[config.mk]
export PLATFORM = sky130hd
export DESIGN_NAME = run_index_pixel_decoder_core
export DESIGN_NICKNAME = d
export VERILOG_FILES = /design/src/design/rid_pkg.sv /design/src/design/rid_ctrl.sv /design/src/design/rid_datapath.sv /design/src/design/run_index_pixel_decoder_core.sv
export SDC_FILE = /design/constraint.sdc
export NUM_CORES = 1
export LEC_CHECK = 0
export ABC_AREA = 1
export BUFFER_PORTS_ARGS = -buffer_cell sky130_fd_sc_hd__buf_2
export CORE_MARGIN = 4
export CORE_UTILIZATION = 60
export DETAILED_ROUTE_END_ITERATION = 12
export PLACE_DENSITY = 0.8
export SYNTH_ARGS = -nofsm -noshare
export SYNTH_HDL_FRONTEND = slang
export SYNTH_SLANG_ARGS = --single-unit
export TNS_END_PERCENT = 100
[constraint.sdc]
create_clock -name clk -period 8.8 [get_ports clk]
set_input_delay 0 -clock clk [delete_from_list [all_inputs] [get_ports clk]]
set_output_delay 0 -clock clk [all_outputs]
set_load 0.05 [all_outputs]
[src/design/rid_pkg.sv]
`default_nettype none

package rid_pkg;

    // Configuration register indexes
    localparam logic [2:0] REG_IMAGE_WIDTH      = 3'd0;
    localparam logic [2:0] REG_IMAGE_HEIGHT     = 3'd1;
    localparam logic [2:0] REG_ORIGIN_X         = 3'd2;
    localparam logic [2:0] REG_ORIGIN_Y         = 3'd3;
    localparam logic [2:0] REG_TRANSPARENT_MODE = 3'd4;

    localparam int CFG_INDEX_W = 3;
    localparam int CFG_DATA_W  = 11;
    localparam int RUN_W       = 8;
    localparam int COLOR_W     = 8;
    localparam int COORD_W     = 12;

    // Lower limits of the image sides
    localparam int MIN_WIDTH  = 8;
    localparam int MIN_HEIGHT = 1;

    // Palette index that transparent mode leaves undrawn
    localparam logic [COLOR_W-1:0] TRANSPARENT_INDEX = '0;

    typedef enum logic
    {
        ST_IDLE,
        ST_RUN
    } rid_state_t;

    typedef struct packed
    {
        logic load_item;
        logic emit_span;
    } rid_cmd_t;

    typedef struct packed
    {
        logic out_free;
        logic step_last;
    } rid_status_t;

endpackage

`default_nettype wire

[src/design/rid_ctrl.sv]
`default_nettype none

module rid_ctrl
(
    input  wire                  clk,
    input  wire                  rst_n,
    input  wire                  in_valid,
    output logic                 in_stall,
    input  rid_pkg::rid_status_t status,
    output rid_pkg::rid_cmd_t    cmd
);

    rid_pkg::rid_state_t state_reg;
    rid_pkg::rid_state_t state_next;

    always_ff @(posedge clk or negedge rst_n)
    begin
        if (!rst_n)
        begin
            state_reg <= rid_pkg::ST_IDLE;
        end
        else
        begin
            state_reg <= state_next;
        end
    end

    always_comb
    begin
        state_next = state_reg;
        unique case (state_reg)
            rid_pkg::ST_IDLE:
            begin
                if (in_valid)
                begin
                    state_next = rid_pkg::ST_RUN;
                end
            end
            rid_pkg::ST_RUN:
            begin
                if (status.out_free && status.step_last)
                begin
                    state_next = rid_pkg::ST_IDLE;
                end
            end
            default:
            begin
                state_next = rid_pkg::ST_IDLE;
            end
        endcase
    end

    always_comb
    begin
        in_stall      = 1'b1;
        cmd.load_item = 1'b0;
        cmd.emit_span = 1'b0;
        unique case (state_reg)
            rid_pkg::ST_IDLE:
            begin
                in_stall      = 1'b0;
                cmd.load_item = in_valid;
            end
            rid_pkg::ST_RUN:
            begin
                cmd.emit_span = status.out_free;
            end
            default:
            begin
                in_stall = 1'b1;
            end
        endcase
    end

endmodule

`default_nettype wire

[src/design/rid_datapath.sv]
`default_nettype none

module rid_datapath
#(
    parameter int MAX_IMAGE_SIDE = 1024
)
(
    input  wire                                    clk,
    input  wire                                    rst_n,
    input  rid_pkg::rid_cmd_t                      cmd,
    output rid_pkg::rid_status_t                   status,
    input  wire        [rid_pkg::RUN_W-1:0]        run_length,
    input  wire        [rid_pkg::COLOR_W-1:0]      color_index,
    input  wire                                    cfg_valid,
    input  wire        [rid_pkg::CFG_INDEX_W-1:0]  cfg_index,
    input  wire        [rid_pkg::CFG_DATA_W-1:0]   cfg_data,
    output logic                                   out_valid,
    input  wire                                    out_stall,
    output logic signed [rid_pkg::COORD_W-1:0]     span_x,
    output logic signed [rid_pkg::COORD_W-1:0]     span_y,
    output logic       [rid_pkg::RUN_W-1:0]        span_length,
    output logic       [rid_pkg::COLOR_W-1:0]      span_color,
    output logic                                   draw_enable,
    output logic                                   image_done,
    output logic                                   last_span
);

    localparam int CW = $clog2(MAX_IMAGE_SIDE);
    localparam int SW = CW + 1;
    localparam int RW = CW + 1;
    localparam int AW = 16;

    localparam int CDW = rid_pkg::CFG_DATA_W;
    localparam int XW  = rid_pkg::COORD_W;

    // configuration, sides held already clamped
    logic [SW-1:0]  width_reg;
    logic [SW-1:0]  height_reg;
    logic [CDW-1:0] ox_reg;
    logic [CDW-1:0] oy_reg;
    logic           transp_reg;

    logic [CW-1:0]  col_reg;
    logic [RW-1:0]  row_reg;

    logic [rid_pkg::RUN_W-1:0]   rem_reg;
    logic [rid_pkg::COLOR_W-1:0] color_reg;
    logic                        draw_reg;

    logic                        out_valid_reg;
    logic [XW-1:0]               span_x_reg;
    logic [XW-1:0]               span_y_reg;
    logic [rid_pkg::RUN_W-1:0]   span_length_reg;
    logic [rid_pkg::COLOR_W-1:0] span_color_reg;
    logic                        draw_enable_reg;
    logic                        image_done_reg;
    logic                        last_span_reg;

    logic [AW-1:0] cfg_wide;
    logic [AW-1:0] max_wide;
    logic [SW-1:0] width_clamped;
    logic [SW-1:0] height_clamped;
    logic          cfg_hit;

    logic [AW-1:0] col_wide;
    logic [AW-1:0] row_wide;
    logic [AW-1:0] width_wide;
    logic [AW-1:0] height_wide;
    logic [AW-1:0] rem_wide;
    logic [AW-1:0] room;
    logic          wrap;
    logic [rid_pkg::RUN_W-1:0] n;
    logic [rid_pkg::RUN_W-1:0] rem_next;
    logic [AW-1:0] col_sum;
    logic [CW-1:0] col_next;
    logic [RW-1:0] row_next;
    logic [AW-1:0] row_next_wide;
    logic          empty_item;
    logic          done_after;
    logic          stop;
    logic [XW-1:0] pos_x;
    logic [XW-1:0] pos_y;

    assign cfg_wide = AW'(cfg_data);
    assign max_wide = AW'(MAX_IMAGE_SIDE);

    always_comb
    begin
        priority if (cfg_wide < AW'(rid_pkg::MIN_WIDTH))
        begin
            width_clamped = SW'(rid_pkg::MIN_WIDTH);
        end
        else if (cfg_wide > max_wide)
        begin
            width_clamped = max_wide[SW-1:0];
        end
        else
        begin
            width_clamped = cfg_wide[SW-1:0];
        end

        priority if (cfg_wide < AW'(rid_pkg::MIN_HEIGHT))
        begin
            height_clamped = SW'(rid_pkg::MIN_HEIGHT);
        end
        else if (cfg_wide > max_wide)
        begin
            height_clamped = max_wide[SW-1:0];
        end
        else
        begin
            height_clamped = cfg_wide[SW-1:0];
        end
    end

    assign cfg_hit = cfg_valid && (cfg_index == rid_pkg::REG_IMAGE_WIDTH
                                || cfg_index == rid_pkg::REG_IMAGE_HEIGHT
                                || cfg_index == rid_pkg::REG_ORIGIN_X
                                || cfg_index == rid_pkg::REG_ORIGIN_Y
                                || cfg_index == rid_pkg::REG_TRANSPARENT_MODE);

    always_ff @(posedge clk or negedge rst_n)
    begin
        if (!rst_n)
        begin
            width_reg  <= SW'(16);
            height_reg <= SW'(16);
            ox_reg     <= '0;
            oy_reg     <= '0;
            transp_reg <= 1'b0;
        end
        else if (cfg_valid)
        begin
            unique case (cfg_index)
                rid_pkg::REG_IMAGE_WIDTH:      width_reg  <= width_clamped;
                rid_pkg::REG_IMAGE_HEIGHT:     height_reg <= height_clamped;
                rid_pkg::REG_ORIGIN_X:         ox_reg     <= cfg_data;
                rid_pkg::REG_ORIGIN_Y:         oy_reg     <= cfg_data;
                rid_pkg::REG_TRANSPARENT_MODE: transp_reg <= cfg_data[0];
                default:                       transp_reg <= transp_reg;
            endcase
        end
    end

    // one span step
    assign col_wide    = AW'(col_reg);
    assign row_wide    = AW'(row_reg);
    assign width_wide  = AW'(width_reg);
    assign height_wide = AW'(height_reg);
    assign rem_wide    = AW'(rem_reg);
    assign room        = width_wide - col_wide;
    assign wrap        = rem_wide >= room;
    assign n           = wrap ? room[rid_pkg::RUN_W-1:0] : rem_reg;
    assign rem_next    = rem_reg - n;
    assign col_sum     = col_wide + AW'(n);
    assign col_next    = wrap ? '0 : col_sum[CW-1:0];
    assign row_next    = wrap ? row_reg + RW'(1) : row_reg;
    assign row_next_wide = AW'(row_next);
    assign empty_item  = (rem_reg == '0) || (row_wide >= height_wide);
    assign done_after  = row_next_wide >= height_wide;
    assign stop        = (rem_next == '0) || done_after;

    assign pos_x = {ox_reg[CDW-1], ox_reg} + col_wide[XW-1:0];
    assign pos_y = {oy_reg[CDW-1], oy_reg} + row_wide[XW-1:0];

    assign status.out_free  = !out_valid_reg || !out_stall;
    assign status.step_last = empty_item || stop;

    always_ff @(posedge clk or negedge rst_n)
    begin
        if (!rst_n)
        begin
            col_reg <= '0;
            row_reg <= '0;
        end
        else if (cfg_hit)
        begin
            col_reg <= '0;
            row_reg <= '0;
        end
        else if (cmd.emit_span && !empty_item)
        begin
            col_reg <= col_next;
            row_reg <= row_next;
        end
    end

    always_ff @(posedge clk)
    begin
        if (cmd.load_item)
        begin
            rem_reg   <= run_length;
            color_reg <= color_index;
            draw_reg  <= !(transp_reg && color_index == rid_pkg::TRANSPARENT_INDEX);
        end
        else if (cmd.emit_span && !empty_item)
        begin
            rem_reg <= rem_next;
        end
    end

    always_ff @(posedge clk or negedge rst_n)
    begin
        if (!rst_n)
        begin
            out_valid_reg <= 1'b0;
        end
        else if (cmd.emit_span)
        begin
            out_valid_reg <= 1'b1;
        end
        else if (!out_stall)
        begin
            out_valid_reg <= 1'b0;
        end
    end

    always_ff @(posedge clk)
    begin
        if (cmd.emit_span)
        begin
            span_x_reg <= pos_x;
            span_y_reg <= pos_y;
            if (empty_item)
            begin
                span_length_reg <= '0;
                span_color_reg  <= '0;
                draw_enable_reg <= 1'b0;
                image_done_reg  <= row_wide >= height_wide;
                last_span_reg   <= 1'b1;
            end
            else
            begin
                span_length_reg <= n;
                span_color_reg  <= color_reg;
                draw_enable_reg <= draw_reg;
                image_done_reg  <= done_after;
                last_span_reg   <= stop;
            end
        end
    end

    assign out_valid   = out_valid_reg;
    assign span_x      = span_x_reg;
    assign span_y      = span_y_reg;
    assign span_length = span_length_reg;
    assign span_color  = span_color_reg;
    assign draw_enable = draw_enable_reg;
    assign image_done  = image_done_reg;
    assign last_span   = last_span_reg;

endmodule

`default_nettype wire

[src/design/run_index_pixel_decoder_core.sv]
// An item is taken in the idle state; in the run state its spans are then registered at
// the output, one span per cycle while the output is free. No new item is taken until
// the last span of the item has been registered: an item gives S spans (1 .. 33), one per image
// row the run touches, or one for a zero run or a finished image.
// Reset: asynchronous, active low; registers return to 16 x 16 at origin 0, opaque,
// position at the top left, no span pending.
`default_nettype none

module run_index_pixel_decoder_core
#(
    parameter int MAX_IMAGE_SIDE = 1024
)
(
    input  wire                                    clk,
    input  wire                                    rst_n,
    input  wire                                    in_valid,
    output logic                                   in_stall,
    input  wire        [rid_pkg::RUN_W-1:0]        run_length,
    input  wire        [rid_pkg::COLOR_W-1:0]      color_index,
    output logic                                   out_valid,
    input  wire                                    out_stall,
    output logic signed [rid_pkg::COORD_W-1:0]     span_x,
    output logic signed [rid_pkg::COORD_W-1:0]     span_y,
    output logic       [rid_pkg::RUN_W-1:0]        span_length,
    output logic       [rid_pkg::COLOR_W-1:0]      span_color,
    output logic                                   draw_enable,
    output logic                                   image_done,
    output logic                                   last_span,
    input  wire                                    cfg_valid,
    output logic                                   cfg_ready,
    input  wire        [rid_pkg::CFG_INDEX_W-1:0]  cfg_index,
    input  wire        [rid_pkg::CFG_DATA_W-1:0]   cfg_data
);

    rid_pkg::rid_cmd_t    cmd;
    rid_pkg::rid_status_t status;

    assign cfg_ready = 1'b1;

    rid_ctrl u_ctrl
    (
        .clk      (clk),
        .rst_n    (rst_n),
        .in_valid (in_valid),
        .in_stall (in_stall),
        .status   (status),
        .cmd      (cmd)
    );

    rid_datapath
    #(
        .MAX_IMAGE_SIDE (MAX_IMAGE_SIDE)
    )
    u_datapath
    (
        .clk         (clk),
        .rst_n       (rst_n),
        .cmd         (cmd),
        .status      (status),
        .run_length  (run_length),
        .color_index (color_index),
        .cfg_valid   (cfg_valid),
        .cfg_index   (cfg_index),
        .cfg_data    (cfg_data),
        .out_valid   (out_valid),
        .out_stall   (out_stall),
        .span_x      (span_x),
        .span_y      (span_y),
        .span_length (span_length),
        .span_color  (span_color),
        .draw_enable (draw_enable),
        .image_done  (image_done),
        .last_span   (last_span)
    );

    // no second item while the first is still producing spans
    a_one_item: assert property (@(posedge clk) disable iff (!rst_n)
        in_valid && !in_stall |=> in_stall)
        else $error("item taken while previous item still busy");

    a_empty_last: assert property (@(posedge clk) disable iff (!rst_n)
        out_valid && span_length == '0 |-> last_span && !draw_enable)
        else $error("empty span not marked last or drawn");

    a_done_last: assert property (@(posedge clk) disable iff (!rst_n)
        out_valid && image_done |-> last_span)
        else $error("image finished but span not last");

endmodule

`default_nettype wire

==> impl_summary.log, run 1 <==
[metrics] portion of total power attributed to combinational logic: 0.531
[metrics] power per cell area: approximately 390 mW/mm²
[metrics] ys flop type: dfrtp_1
[metrics] antenna diode count: 0
[metrics] first-pass GRT wire length: around 32 mm
[metrics] CTS-repair resized insts: 0
[metrics] layout cells sized above 1: 0.130
[metrics] net count of the mapped netlist: 1020
[metrics] number of placed cells counting well taps: about 1100
[metrics] total negative setup slack: 0 ns
[metrics] register area share after synthesis: 0.447
[metrics] RD Place Congestion: 1.03
[metrics] critical path launch point type: flip-flop
[metrics] number of flops mapped to enable cells by yosys: 60
[metrics] synthesized flop and latch total: between 100 and 150
[metrics] Synth cell types: 42
[metrics] die area: roughly 0.015 mm²
[metrics] number of standard-cell rows in the floorplan: 41
[metrics] Via density: 5.41
[metrics] Tot GR Track Use: 0.276
[metrics] overall power of the completed layout: 3590 µW
[metrics] CTS tree: built
[metrics] top-level I/O count: just over 80
[metrics] # nets final: between 1000 and 1500
[metrics] Setup Viol. Count Final: 0
[metrics] Clock Path Buffers: 2
[metrics] most area-hungry cell type in the Yosys netlist: edfxtp_1
[metrics] RSZ-0062 raised after global routing: false
[metrics] Required @ worst endpoint: 9.08 ns
[metrics] cell with the most instances after synthesis: nand2_1
[metrics] proportion of power drawn by flip-flops and latches: 0.279
[metrics] Routed wire per std cell: ~16 µm
[metrics] Clk pin slew, worst setup/hold paths: around 0.060 ns
[metrics] family of cells with the greatest summed delay on the critical path: simple AND/OR/NAND/NOR gates
[metrics] number of pins exceeding their max-slew limit in the final report: 0
[metrics] result of the run: finished, final reports clean
[metrics] crit-path max FO: 25
[metrics] Slew @ Worst Pin: between 0.9 and 1 ns
[metrics] cell types with the highest counts after synthesis: 196 x nand2_1, 143 x inv_1, 77 x ha_1
[metrics] root buffer cell: clkbuf_16
[metrics] die extent in y: between 100 and 150 µm
[metrics] DR pass1 iterations: 6
[metrics] level count of the clock H-tree: 4
[metrics] area of the core: 0.0127 mm²
[metrics] aggregate routed wire length: about 20 mm
[metrics] clk_skew: 0.00828 ns
[metrics] type of element capturing the critical path: flip-flop
[metrics] area overhead of the layout relative to synthesis: 18.7%
[metrics] Pint: between 1500 and 2000 µW
[metrics] Critical Path AT: 5.49 ns
[metrics] starting density of the core: 0.616
[metrics] ranking of synthesized cells by area: edfxtp_1 23%, dfrtp_1 21%, ha_1 12%
[metrics] path type of the worst setup path: flip-flop to flip-flop
[metrics] peak per-stage delay on the critical path: 0.40 ns
[metrics] source-to-sink clock delay at the later pin of the worst-skew pair: around 0.42 ns
[metrics] leakage power figure: between 0.004 and 0.005 µW
[metrics] number of vias in the routed layout: roughly 6500
[metrics] fin crit share: 0.592
[metrics] Cell Area, Placed: 0.00840 mm²
[metrics] cell occurring most often along the worst timing path: nand2_1
[metrics] Detail Placement HPWL: between 10 and 15 mm
[metrics] portion of total power attributed to the clock network: 0.190
[metrics] proportion of netlist area held by the largest area contributor: 0.230
[metrics] count of placed standard cells in the final layout, fillers left out: about 1200
[metrics] detailed router's first-iteration violation count: 738
[metrics] Die Span X: about 120 µm
[metrics] number of warnings reported in the yosys synthesis log: 0
[metrics] Design Area, Final: about 0.0093 mm²
[metrics] net switching component of the power: 1680 µW
[metrics] residual overflow from global routing: 0
[metrics] number of I/O port buffers: between 70 and 80
[metrics] proportion of total power due to net switching: 0.467
[metrics] number of instances in the synthesized netlist: 903
[metrics] Synth Cell Area: slightly below 0.008 mm²
[metrics] Worst Hold Class: input port to flip-flop
[metrics] maximum number of pins on one net before global-route repair: 69
[metrics] via count of the first global-routing pass: roughly 6300
[metrics] antenna violations before repair: 0
[metrics] VDD IR-drop max: 0.000289 V
[metrics] final number of hold-violating endpoints: 0
[metrics] Max stage delay cell, worst path: fa_1
[metrics] number of design rule violations left after detail routing: 0
[metrics] worst slack on hold paths: about 0.16 ns
[metrics] Highest Clock Rate: between 150 and 200 MHz
[metrics] async set-or-reset flop fraction in the synthesized netlist: 0.531
[metrics] post-layout min period: approximately 5.2 ns
[metrics] Sinks on Clock Net: around 130
[metrics] worst slew margin relative to its limit: 0.398
[metrics] MaxCap Viol Count: 0
[metrics] number of routed nets with antenna violations: 0
[metrics] Syn Area/Cell: approximately 8.7 µm²
[metrics] crit path buf inv count: 5
[metrics] CTS Buf Count: 17
## cell families (layout without fill, tap and decap cells)
| kind of cell | after synthesis | in the layout | share of synthesized area |
|---|---|---|---|
| adder cells (fa/ha/maj) | 82 | 82 | 0.136 |
| XOR/XNOR | 44 | 44 | 0.0492 |
| AND/OR/NAND/NOR | 322 | 322 | 0.170 |
| other | 1 | 1 | 0.000478 |
| flip-flops | 128 | 128 | 0.447 |
| buffers and inverters | 163 | 297 | 0.0814 |
| AO/OA/AOI/OAI | 163 | 163 | 0.116 |
## final cells by class
cell class / instances / area [µm²]
Inverter: 149 / 562
Multi-Input combinational cell: 612 / 3690
Clock inverter: 14 / 141
Clock buffer: 18 / 429
Timing Repair Buffer: 116 / 758
Sequential cell: 128 / 3510
Fill cell: 974 / 3420
Tap cell: 172 / 215
## final timing paths
| check | from | end | slack (ns) | depth (start not counted) |
|---|---|---|---|---|
| hold / removal | cfg_valid | u_datapath.width_reg[7] | 0.16 | 5 |
| hold reg to reg | u_datapath.out_valid | u_datapath.out_valid | 0.49 | 2 |
| max in group asynchronous | rst_n | u_datapath.height_reg[3] | 7.87 | 3 |
| setup reg to reg | u_datapath.col_reg[2] | u_ctrl.state_reg | 3.59 | 32 |
| min in group asynchronous | rst_n | u_datapath.oy_reg[1] | 0.32 | 3 |
| setup / recovery | u_datapath.col_reg[2] | u_ctrl.state_reg | 3.59 | 32 |
## per-layer routing
metal	up-vias	GRT usage	part of all wire
li1	3225	-	-
met4	0	0.0854	0.021
met5	-	0	0
met1	3008	0.384	0.45
met2	266	0.434	0.46
met3	39	0.0622	0.072
## worst register-to-register path: cells and delay by family (launching register included)
family / cells / cell delay (ns)
DFF: 1 / 0.38
and+or+nand+nor: 15 / 1.58
AOI/OAI and AO/OA: 6 / 0.98
adders and majority gates: 4 / 1.29
buffers and inverters: 5 / 0.51
xor gates and xnor gates: 2 / 0.31
## power by group through the flow
stage | registers, µW | logic (µW) | clock network (µW)
after floorplan | 1280 | 1150 | 0
after global placement | 1000 | 1810 | 0
after detailed placement | 1010 | 1850 | 0
after CTS | 1000 | 1880 | 682
after global routing | 1020 | 2120 | 716
final | 1000 | 1910 | 681
## cell usage in the layout (no fill, tap or decap), types with 17 or more instances in the layout
master / netlist / final
xor2_1: 33 / 33
nor2_1: 63 / 63
dlygate4sd3_1: 0 / 34
nand2_1: 196 / 196
edfxtp_1: 60 / 60
dfrtp_1: 66 / 66
o21ai_0: 66 / 66
nand3_1: 27 / 27
inv_1: 143 / 143
ha_1: 77 / 77
clkbuf_16: 0 / 17
buf_2: 1 / 79
a21oi_1: 56 / 56
## timing repair
action / CTS / global route
setup endpoints to repair: 0 / 0
hold buffers: 34 / 0
endpoints found under the hold margin: 119 / 0
setup buffers: 0 / 0
## through the flow
step	setup WS, ns	utilization
5_1_grt	3.02	0.732
3_3_place_gp	3.94	0.660
6_report	3.59	0.732
3_5_place_dp	3.70	0.660
2_1_floorplan	4.39	-
4_1_cts	3.63	0.732
(Power assumes the default switching activity.)
==> run 2, diff against run 1 <==
Settings changed: ABC_AREA 1 to 0, CORE_UTILIZATION 60 to 54, PLACE_DENSITY 0.8 to 0.76.
Clock period 8.8 ns to 4.67 ns, I/O delays scaled along.
==> run 2 against run 1 <==
Effect of this change: the run now ends with setup timing left; via count is 0.32% lower; sequential share of layout area is 2.8 points lower; sequential cell count stayed put; maximum frequency is 8.3% higher; critical endpoint is now u_datapath.last_span.
==> impl_summary.log, run 2 <==
[metrics] Sinks on Clock Net: 128 (unchanged)
[metrics] Highest Clock Rate: 208 MHz (+8.3%)
[metrics] final number of hold-violating endpoints: 0 (unchanged)
[metrics] Crit Reg-Reg Startpoint: u_datapath.width_reg[0]
[metrics] Clock Path Buffers: 2 (unchanged)
[metrics] wire length on met3: 792 µm (-44%)
[metrics] MaxCap Viol Count: 0 (unchanged)
[metrics] proportion of power drawn by flip-flops and latches: 0.252 (-0.027)
[metrics] area overhead of the layout relative to synthesis: 27.1%
[metrics] residual overflow from global routing: 0 (unchanged)
[metrics] proportion of netlist area held by the largest area contributor: 0.228 (-0.00204)
[metrics] power per cell area: 741 mW/mm² (+92%)
[metrics] root buffer cell: clkbuf_16
[metrics] register area share after synthesis: 0.443 (-0.00396)
[metrics] Via density: 5.86 (+8.4%)
[metrics] DR pass1 iterations: 5 (-1)
[metrics] CTS tree: built
[metrics] cell with the most instances after synthesis: ha_1
[metrics] post-layout min period: 4.81 ns (-0.401 ns)
[metrics] type of element capturing the critical path: flip-flop
[metrics] area of the core: 0.0141 mm² (+11%)
[metrics] cell types with the highest counts after synthesis: 77 x ha_1, 66 x dfrtp_1, 64 x inv_1
[metrics] worst slew margin relative to its limit: 0.256 (-0.141)
[metrics] Required @ worst endpoint: 4.84 ns (-4.24 ns)
[metrics] # nets final: 1036 (-9.2%)
[metrics] Synth Cell Area: 0.00791 mm² (+0.89%)
[metrics] number of warnings reported in the yosys synthesis log: 0 (unchanged)
[metrics] count of cells along the worst hold path: 4 (-1)
[metrics] overall power of the completed layout: 7440 µW (+110%)
[metrics] Detail Placement HPWL: 14.3 mm (-1.4%)
[metrics] footprint of the multi-input gates: 0.00439 mm² (+19%)
[metrics] Routed wire per std cell: 18.5 µm (+14%)
[metrics] crit-path max FO: 4 (-84%)
[metrics] portion of total power attributed to the clock network: 0.163 (-0.027)
[metrics] Syn Area/Cell: 10.5 µm² (+21%)
[metrics] Critical Path AT: 4.98 ns (-0.51 ns)
[metrics] net count of the mapped netlist: 870 (-15%)
[metrics] post-route met1 wirelength: 8.31 mm (-5.8%)
[metrics] number of standard-cell rows in the floorplan: 43 (+4.9%)
[metrics] level count of the clock H-tree: 4 (unchanged)
[metrics] top-level I/O count: 81 (unchanged)
[metrics] number of design rule violations left after detail routing: 0 (unchanged)
[metrics] Slew @ Worst Pin: 1.11 ns (+0.204 ns)
[metrics] met2 wirelength from detailed routing: 11.1 mm (+24%)
[metrics] register cell area after layout: 0.00351 mm² (unchanged)
[metrics] fin crit share: 1.03 (+0.438)
[metrics] highest metal used: met4
[metrics] Clk pin slew, worst setup/hold paths: 0.06 ns (about the same)
[metrics] number of vias in the routed layout: 6517 (-0.32%)
[metrics] die extent in y: 129 µm (+5.5%)
[metrics] Tot GR Track Use: 0.246 (-0.0298)
[metrics] total negative setup slack: -0.496 ns (-0.496 ns)
[metrics] synthesized flop and latch total: 128 (unchanged)
[metrics] first-pass GRT wire length: 32.2 mm (+2.0%)
[metrics] leakage power figure: 0.00443 µW (-5.2%)
[metrics] antenna diode count: 0 (unchanged)
[metrics] terminus of the critical flop-to-flop path: u_datapath.last_span
[metrics] ys flop type: dfrtp_1
[metrics] peak per-stage delay on the critical path: 0.41 ns (about the same)
[metrics] violations in the final reports: setup timing
[metrics] starting density of the core: 0.561 (-0.0551)
[metrics] most frequent cells in the layout: 79 x buf_2, 66 x ha_1, 66 x dfrtp_1
[metrics] RSZ-0062 raised after global routing: true
[metrics] async set-or-reset flop fraction in the synthesized netlist: 0.531 (unchanged)
[metrics] number of I/O port buffers: 79 (unchanged)
[metrics] Die Span X: 129 µm (+5.5%)
[metrics] number of flops mapped to enable cells by yosys: 60 (unchanged)
[metrics] proportion of total power due to net switching: 0.437 (-0.0299)
[metrics] result of the run: finished, violations left
[metrics] Worst Hold Class: input port to flip-flop
[metrics] RD Place Congestion: 0.935 (-9.4%)
[metrics] antenna violations before repair: 0 (unchanged)
[metrics] aggregate routed wire length: 20.6 mm (+5.2%)
[metrics] die area: 0.0166 mm² (+11%)
[metrics] layout cells sized above 1: 0.281 (+0.151)
[metrics] detailed router's first-iteration violation count: 446 (-40%)
[metrics] count of cells along the worst register-to-register path: 25 (-22%)
[metrics] number of instances in the synthesized netlist: 753 (-17%)
[metrics] number of routed nets with antenna violations: 0 (unchanged)
[metrics] via count of the first global-routing pass: 6479 (+3.2%)
[metrics] net switching component of the power: 3250 µW (+94%)
[metrics] portion of total power attributed to combinational logic: 0.585 (+0.054)
[metrics] Pint: 4190 µW (+120%)
[metrics] setup slack on the worst flop-to-flop path: -0.14 ns (-3.73 ns)
[metrics] final cell utilization of the core: 0.713 (-0.0187)
[metrics] Setup Viol. Count Final: 7 (+7)
[metrics] clk_skew: 0.00642 ns (-0.00186 ns)
[metrics] worst setup margin: -0.138 ns (-3.73 ns)
[metrics] worst hold start: cfg_index[0]
[metrics] number of pins exceeding their max-slew limit in the final report: 0 (unchanged)
[metrics] source-to-sink clock delay at the later pin of the worst-skew pair: 0.42 ns (about the same)
[metrics] commonest non-fill, non-tap cell in the layout: buf_2
[metrics] most area-hungry cell type in the Yosys netlist: edfxtp_1
[metrics] VDD IR-drop max: 0.000511 V (+77%)
[metrics] Synth cell types: 65 (+55%)
[metrics] Max stage delay cell, worst path: fa_2
[metrics] critical path launch point type: flip-flop
[metrics] Filler Cell Count: 982 (+0.82%)
[metrics] CTS Buf Count: 17 (unchanged)
[metrics] maximum number of pins on one net before global-route repair: 69 (unchanged)
[metrics] ranking of synthesized cells by area: edfxtp_1 23%, dfrtp_1 21%, ha_1 12%
[metrics] terminating pin of the worst hold path: u_datapath.ox_reg[1]
[metrics] path type of the worst setup path: flip-flop to flip-flop
## run 2: worst max path at each step
stage / startpoint / endpoint
finish: u_datapath.width_reg[0] / u_datapath.last_span
detailed placement: u_datapath.width_reg[0] / u_ctrl.state_reg
global placement: u_datapath.width_reg[0] / u_ctrl.state_reg
global route: u_datapath.width_reg[0] / u_datapath.last_span
floorplan: u_datapath.col_reg[1] / u_ctrl.state_reg
CTS: u_datapath.width_reg[0] / u_datapath.col_reg[8]
## run 2: critical path, delay by kind of cell (launching register included)
kind | cells | cell delay [ns]
AND/OR/NAND/NOR | 4 | 0.73
buffers and inverters | 6 | 0.58
AO/OA/AOI/OAI | 8 | 1.24
adder cells (fa/ha/maj) | 4 | 1.08
multiplexers | 1 | 0.25
XOR/XNOR | 2 | 0.28
flip-flops | 1 | 0.37
## run 2: repair_timing
item / 4_1_cts / 5_1_grt
pin swaps: 10 / 34
endpoints found under the hold margin: 125 / 0
setup buffers: 4 / 13
gates resized for setup: 19 / 54
setup endpoints to repair: 9 / 13
hold buffers: 32 / 0
## run 2: power by group through the flow
stage | combinational (µW) | sequential (µW) | clock (µW)
global route | 4680 | 1900 | 1270
finish | 4360 | 1870 | 1210
CTS | 3850 | 1850 | 1230
global placement | 3520 | 1850 | 0
floorplan | 1980 | 2430 | 0
detailed placement | 3650 | 1870 | 0
## run 2: cell families (layout without fill, tap and decap cells)
logic type | count (synthesis) | after routing | synth area share
buffers and inverters | 84 | 263 | 0.0430
AOI/OAI and AO/OA | 175 | 175 | 0.149
xor gates and xnor gates | 40 | 40 | 0.0460
muxes | 36 | 36 | 0.0497
and+or+nand+nor | 207 | 207 | 0.134
adders and majority gates | 82 | 82 | 0.134
DFF | 128 | 128 | 0.443
other | 1 | 1 | 0.000474
## run 2: metal layers
| layer | track usage | vias up |
|---|---|---|
| met1 | 0.297 | 3244 |
| li1 | - | 3077 |
| met4 | 0.0815 | 0 |
| met2 | 0.442 | 152 |
| met5 | 0 | - |
| met3 | 0.0474 | 44 |
## run 2: cell type report
| class | instances | share of cell area |
|---|---|---|
| inverters | 65 | 0.0243 |
| clock buffers | 18 | 0.0427 |
| well taps | 180 | 0.0224 |
| clock inverters | 14 | 0.0105 |
| repair buffers | 166 | 0.115 |
| flip-flops and latches | 128 | 0.349 |
| multi-input cells | 541 | 0.437 |
## run 2: per-stage QoR
| step | cell area, µm² | std cells | setup slack, ns | hold WS (ns) |
|---|---|---|---|---|
| after floorplan | 7910 | 753 | 0.00743 | -0.296 |
| after global placement | 8740 | 1033 | -0.0727 | 0.192 |
| after detailed placement | 8740 | 1033 | -0.297 | 0.194 |
| after CTS | 9700 | 1101 | 0.0294 | 0.154 |
| after global routing | 10000 | 1112 | -0.341 | 0.255 |
| final | 10000 | 1112 | -0.138 | 0.179 |
